==> src/rtl/tmsm_pkg.sv <==
// Shared types and constants for the truncated multi-limb signed multiplier.
package tmsm_pkg;

	localparam int LIMB_W         = 64;
	localparam int HALF_W         = LIMB_W / 2;
	localparam int LIMB_FIELDS    = 5;
	localparam int LIMB_COUNT_DEF = 5;

	typedef logic [LIMB_W-1:0] limb_t;

	typedef enum logic [1:0] {
		ST_IDLE,
		ST_ISSUE,
		ST_DRAIN,
		ST_DONE
	} state_t;

	typedef struct packed {
		logic load;
		logic issue;
		logic first;
	} dp_cmd_t;

	typedef struct packed {
		logic pipe_busy;
	} dp_sts_t;

endpackage

==> src/rtl/tmsm_ctrl.sv <==
// Sequencer that walks the partial-product schedule and frames each request.
module tmsm_ctrl import tmsm_pkg::*; #(
	parameter int LIMB_COUNT = LIMB_COUNT_DEF,
	localparam int IDX_W = $clog2(LIMB_COUNT)
) (
	input  logic             clk,
	input  logic             arst_n,
	input  logic             start,
	input  dp_sts_t          sts,
	output dp_cmd_t          cmd,
	output logic [IDX_W-1:0] row_idx,
	output logic [IDX_W-1:0] col_idx,
	output logic             busy,
	output logic             done
);

	localparam logic [IDX_W-1:0] LAST_IDX = IDX_W'(LIMB_COUNT - 1);

	state_t           state_q, state_d;
	logic [IDX_W-1:0] i_q, j_q;
	logic             row_end;
	logic             last_issue;

	assign row_end    = ({1'b0, i_q} + {1'b0, j_q}) == {1'b0, LAST_IDX};
	assign last_issue = row_end && (i_q == LAST_IDX);

	always_comb begin
		state_d = state_q;
		case (state_q)
			ST_IDLE: begin
				if (start) state_d = ST_ISSUE;
			end
			ST_ISSUE: begin
				if (last_issue) state_d = ST_DRAIN;
			end
			ST_DRAIN: begin
				if (!sts.pipe_busy) state_d = ST_DONE;
			end
			ST_DONE: begin
				state_d = ST_IDLE;
			end
			default: begin
				state_d = ST_IDLE;
			end
		endcase
	end

	always_comb begin
		cmd   = '0;
		busy  = 1'b1;
		done  = 1'b0;
		case (state_q)
			ST_IDLE: begin
				busy     = 1'b0;
				cmd.load = start;
			end
			ST_ISSUE: begin
				cmd.issue = 1'b1;
				cmd.first = (j_q == '0);
			end
			ST_DRAIN: begin
			end
			ST_DONE: begin
				done = 1'b1;
			end
			default: begin
			end
		endcase
	end

	assign row_idx = i_q;
	assign col_idx = j_q;

	always_ff @(posedge clk or negedge arst_n) begin
		if (!arst_n) begin
			state_q <= ST_IDLE;
			i_q     <= '0;
			j_q     <= '0;
		end else begin
			state_q <= state_d;
			if (cmd.load) begin
				i_q <= '0;
				j_q <= '0;
			end else if (cmd.issue) begin
				if (row_end) begin
					i_q <= i_q + 1'b1;
					j_q <= '0;
				end else begin
					j_q <= j_q + 1'b1;
				end
			end
		end
	end

endmodule

==> config.mk <==
export PLATFORM = sky130hd
export DESIGN_NAME = tmsm_ctrl
export DESIGN_NICKNAME = d
export VERILOG_FILES = /design/src/rtl/tmsm_pkg.sv /design/src/rtl/tmsm_ctrl.sv
export SDC_FILE = /design/constraint.sdc
export NUM_CORES = 1
export LEC_CHECK = 0
export ABC_AREA = 1
export BUFFER_PORTS_ARGS = -buffer_cell sky130_fd_sc_hd__clkbuf_2
export CORE_MARGIN = 2
export CORE_UTILIZATION = 46
export CTS_CLUSTER_SIZE = 40
export DETAILED_ROUTE_END_ITERATION = 10
export PLACE_DENSITY = 0.82
export SYNTH_ARGS = -nofsm -noshare
export SYNTH_HDL_FRONTEND = slang
export SYNTH_SLANG_ARGS = --single-unit
==> constraint.sdc <==
create_clock -name clk -period 1.8 [get_ports clk]
set_clock_uncertainty 0.15 [all_clocks]
set_input_delay 0.18 -clock clk [delete_from_list [all_inputs] [get_ports clk]]
set_output_delay 0.18 -clock clk [all_outputs]
set_load 0.02 [all_outputs]
==> results.tsv, run 1 <==
metric	value	unit
status	finished with violations	
violations	setup timing	
die_area	1790	µm²
io_buffers	14	
path_max_fanout	6	
drt-total-wl	1400	µm
fin_hold_ws	0.125	ns
hp-start	sts	
grt_max_degree	9	
area_delta_synth_final	31.1	%
worst_path_most_repeated_cell	nand2_2	
setup_viol	7	
drive_gt1_frac	0.434	
wl_per_cell	11.6	µm
setup_tns	-0.498	ns
grt_pass1_vias	601	
htreeDepth	1	
cp_top_family	adder cells	
num_vias	595	
required	1.80	ns
num_rows	13	
post-synth-top-count-cell	nand2_1	
clock_path_buffers	2	
worst_slew_margin_rel	0.805	
final_cell_count_no_fill	121	
path_cells	ha_4 > inv_2 > fa_1 > nand3b_1 > nor2_2 > nand2_2 > nand2_4 > nand2_8 > nand2_2 > o21ai_2	
antenna_found_initial	0	
synth_cell_types	18	
grt_use_total	0.179	
layout.nets	124	
power_density	1900	nW/µm²
cts-root-buf	clkbuf_4	
cts_buffers	3	
min_period_over_period	1.04	
synth.cell_area	676	µm²
vias_per_cell	4.92	
worst_path_max_delay_cell	fa_1	
yosys.area.top_type	dfrtp_1	
yosys_warnings	0	
gp_congestion	0.822	
dpl_cell_area	821	µm²
detail_route.iter0.violations	13	
ir_drop	0.000980	V
ant_nets	0	
io_pins	15	
gr-total-overflow	0	
synth_nets	98	
setup_slack	-0.0768	ns
syn-mean-instance-area	8.34	µm²
synthArstFlopShare	1.00	
crit_buf_inv	1	
yosys.area.top_type_share	0.296	
yosys_most_used_dff	dfrtp_1	
clock_sinks	8	
post-route-drc-count	0	
dp_hpwl	1080	µm
yosys-top-cells-area	dfrtp_1 30%, ha_1 22%, nand2_1 11%, inv_1 8.3%, nand2_4 6.7%	
ys_seq_area_frac	0.296	
synth_edf_count	0	
critPathLaunchType	flop	
path_clk_slew	0.06	ns
worstSetupStartpoint	row_idx[0]	
synthTopCellsByCount	19 x nand2_1, 15 x inv_1, 12 x ha_1, 8 x dfrtp_1	
diodes	0	
rsz0062_at_grt	yes	
initial_core_util	0.507	
power	1.68	mW
crit_path_max_incr_delay	0.47	ns
hold_viol	0	
end_kind	flop	
dieWidth	42.3	µm
synthCells	81	
cp_data_arrival_time	1.88	ns
chipHeight	42.3	µm
dp.cells	115	
worst_r2r_startpoint	row_idx[0]	
grt_pass1_wl	2390	µm
ys_ff_latch	8	
clk_latency	0.26	ns
fin_area	886	µm²
max_freq	533	MHz
cts_tree	done	
core	1330	µm²
timing.final.max_slew_violations	0	
worstHoldPathType	input pin to flop	
drtPass1Iterations	4	
layout_min_cycle_time	1.88	ns
maxCapViolCount	0	
worst_slew_pin_slew	0.292	ns
power.leakage	0.488	nW
worstSetupPathType	flop to flop	
[worst min-delay path: stages]
cell and delay (ns):
clkbuf_2 0.07, a21oi_1 0.10, nand3_1 0.09, nand2_1 0.05
[layout by cell type (no fill, tap or decap)]
cell and instances:
inv_2 1, nand4_1 1, inv_1 14, clkbuf_1 1, dfrtp_1 5, nand3_1 4, nor2_2 1, or2_2 2
clkbuf_2 14, nand2_2 7, ha_2 1, nor2_1 3, a21oi_1 2, nand3b_1 1, ha_1 10, buf_4 6
nand2_1 14, o21ai_2 3, nand2_8 1, ha_4 1, o21ai_1 1, o22ai_1 1, dfrtp_2 3, dlygate4sd3_1 1
clkbuf_4 3, xor2_1 1, fa_1 1, nand2_4 3
[path summary, 6_finish.rpt]
check / to / slack (ns) / cells after the start
worst max-delay path: row_idx[1] / -0.08 / 10
worst min-delay path: state_q[0] / 0.13 / 4
worst max register to register: row_idx[1] / -0.08 / 10
worst min register to register: state_q[1] / 0.40 / 2
max in group asynchronous: col_idx[0] / 1.12 / 2
min in group asynchronous: state_q[0] / 0.16 / 2
[sequential cells by signal, summed over array words and instances (netlist names)]
signal and flops:
col_idx 3, row_idx 3, state_q 2
[through the flow]
| stage | util | setup WS (ns) |
|---|---|---|
| floorplan | - | -0.0847 |
| global placement | 0.615 | -0.0329 |
| detailed placement | 0.615 | -0.0609 |
| CTS | 0.656 | -0.0615 |
| global route | 0.664 | -0.169 |
| finish | 0.664 | -0.0768 |
[metal layers]
metal | vias up | share of wire | global-route usage
met4 | 0 | 0.015 | 0.113
met3 | 4 | 0.018 | 0.0259
met5 | - | 0 | 0
li1 | 301 | - | -
met1 | 281 | 0.44 | 0.215
met2 | 9 | 0.52 | 0.295
[kinds of logic (layout without fill, tap and decap cells)]
family          Yosys count  in the layout  synth area share
xor+xnor                  1              1            0.0130
flops                     8              8             0.296
buf+inv                  15             40            0.0833
compound gates            7              7            0.0704
simple gates             37             37             0.285
fa+ha+maj                13             13             0.252
[power breakdown]
group	total (mW)	switching, mW	internal [mW]
Clock	0.152	0.0667	0.0852
Sequential	0.349	0.0831	0.266
Combinational	1.18	0.715	0.463
[layout make-up]
class | instances | area [µm²]
clock buffers | 4 | 26.3
fillers | 128 | 448
inverters | 15 | 56.3
multi-input cells | 58 | 455
flip-flops and latches | 8 | 204
well taps | 15 | 18.8
repair buffers | 21 | 125
[timing repair]
item                       4_1_cts  5_1_grt
pin swaps                        1        0
hold buffers                     1        0
gates resized for setup          4        3
setup endpoints to repair        5        9
buffers inserted                 1        0
hold endpoints to repair         8        0
gates cloned                     0        0
Power figures use the tool's default switching activity.
==> run 2: changes to the inputs <==
--- a/config.mk
+++ b/config.mk
@@ -12,6 +12,7 @@
 export CTS_CLUSTER_SIZE = 40
 export DETAILED_ROUTE_END_ITERATION = 10
 export PLACE_DENSITY = 0.82
+export SETUP_SLACK_MARGIN = 0.1
 export SYNTH_ARGS = -nofsm -noshare
 export SYNTH_HDL_FRONTEND = slang
 export SYNTH_SLANG_ARGS = --single-unit
==> run 2 against run 1 <==
- the flow still finishes with violations (setup timing)
- non-clock buffer count rose by 4
- fmax fell by 0.90%
- die area did not move
- sequential share of layout area fell by 0.94 points
- largest cell class unchanged
- global-route usage rose by 1.1 points
==> results.tsv, run 2 (synthesis results as in run 1) <==
metric	value	unit
dpl_cell_area	821	µm²
n_fill_cell	114	
antenna_found_initial	0	
path_cells	ha_4 > inv_2 > fa_1 > nand3b_1 > nor2_2 > nand2_2 > nand2_4 > nand2_8 > nand2_2 > o21ai_2	
grt_use_total	0.190	
area_delta_synth_final	36.7	%
power	1.78	mW
grt_pass1_wl	2440	µm
vias_per_cell	4.85	
min_period_over_period	1.05	
num_vias	606	
wl_per_cell	12.2	µm
required	1.80	ns
final_common_cell	nand2_1	
fin_hold_ws	0.121	ns
clock_sinks	8	
diodes	0	
detail_route.iter0.violations	6	
rsz0062_at_grt	yes	
power_density	1920	nW/µm²
worstSetupPathType	flop to flop	
initial_core_util	0.507	
fin_area	923	µm²
timing.final.max_slew_violations	0	
dp_hpwl	1110	µm
drtPass1Iterations	4	
path_max_fanout	6	
die_area	1790	µm²
post-route-drc-count	0	
path_clk_slew	0.06	ns
worst_slew_margin_rel	0.809	
setup_viol	8	
ir_drop	0.000945	V
layout_common_cells	15 x nand2_1, 13 x clkbuf_2, 11 x inv_1	
cp_data_arrival_time	1.90	ns
power.leakage	0.506	nW
worst_path_max_delay_cell	fa_1	
drt-total-wl	1530	µm
core	1330	µm²
worst_path_most_repeated_cell	nand2_2	
gp_congestion	0.833	
dieWidth	42.3	µm
crit_path_max_incr_delay	0.47	ns
hold_viol	0	
maxCapViolCount	0	
drive_gt1_frac	0.482	
clock_path_buffers	2	
num_rows	13	
cts_buffers	3	
gr-total-overflow	0	
setup_slack	-0.0938	ns
post-route-util	0.692	
grt_pass1_vias	586	
cts-root-buf	clkbuf_4	
max_freq	528	MHz
end_kind	flop	
io_buffers	14	
io_pins	15	
grt_max_degree	9	
htreeDepth	1	
cts_tree	done	
violations	setup timing	
critPathLaunchType	flop	
worstHoldPathType	input pin to flop	
layout_min_cycle_time	1.89	ns
worst_slew_pin_slew	0.286	ns
chipHeight	42.3	µm
ant_nets	0	
status	finished with violations	
layout.nets	128	
clk_latency	0.26	ns
## run 2: final timing paths
kind                            start          to  slack [ns]  cells after the start
min                               sts  state_q[1]        0.12                      4
min reg2reg                state_q[0]  state_q[0]        0.42                      2
max in group asynchronous      arst_n  col_idx[0]        1.14                      2
max                        row_idx[0]  row_idx[1]       -0.09                     10
min in group asynchronous      arst_n  state_q[1]        0.15                      2
max reg2reg                row_idx[0]  row_idx[1]       -0.09                     10
## run 2: critical path, delay by kind of cell (launching register included)
kind                       cells  cell delay (ns)
buffers and inverters          1             0.03
and+or+nand+nor                6             0.55
adders and majority gates      2             0.61
AOI/OAI and AO/OA              1             0.05
DFF                            1             0.38
## run 2: per-layer routing
| metal | track usage | share of wire | vias to the layer above |
|---|---|---|---|
| met5 | 0 | 0 | - |
| met4 | 0.150 | 0.031 | 0 |
| met3 | 0.0517 | 0.038 | 4 |
| met2 | 0.305 | 0.53 | 17 |
| met1 | 0.208 | 0.40 | 274 |
| li1 | - | - | 311 |
## run 2: metrics by stage
stage	setup WS, ns	cells	setup TNS, ns
finish	-0.0938	125	-0.576
global route	-0.195	125	-1.34
CTS	-0.0649	122	-0.391
detailed placement	-0.0877	115	-0.336
global placement	-0.0329	115	-0.117
floorplan	-0.0847	81	-0.366
## run 2: area by class of cell
class	count	area [µm²]	share of cell area
inverter	15	56.3	0.0610
tap	15	18.8	0.0203
timing repair buffer	25	158	0.171
multi-input combinational	58	460	0.499
sequential	8	204	0.221
clock buffer	4	26.3	0.0285
## run 2: repair_timing
item / in CTS / in global routing
pin swaps: 1 / 0
gates resized for setup: 5 / 7
setup buffers: 2 / 3
setup endpoints to repair: 9 / 10
hold buffers: 1 / 0
hold endpoints to repair: 8 / 0
## run 2: power breakdown
group          switching, mW  total (mW)  internal [mW]
Sequential            0.0867       0.353          0.267
Combinational          0.747        1.27          0.524
Clock                 0.0668       0.152         0.0852
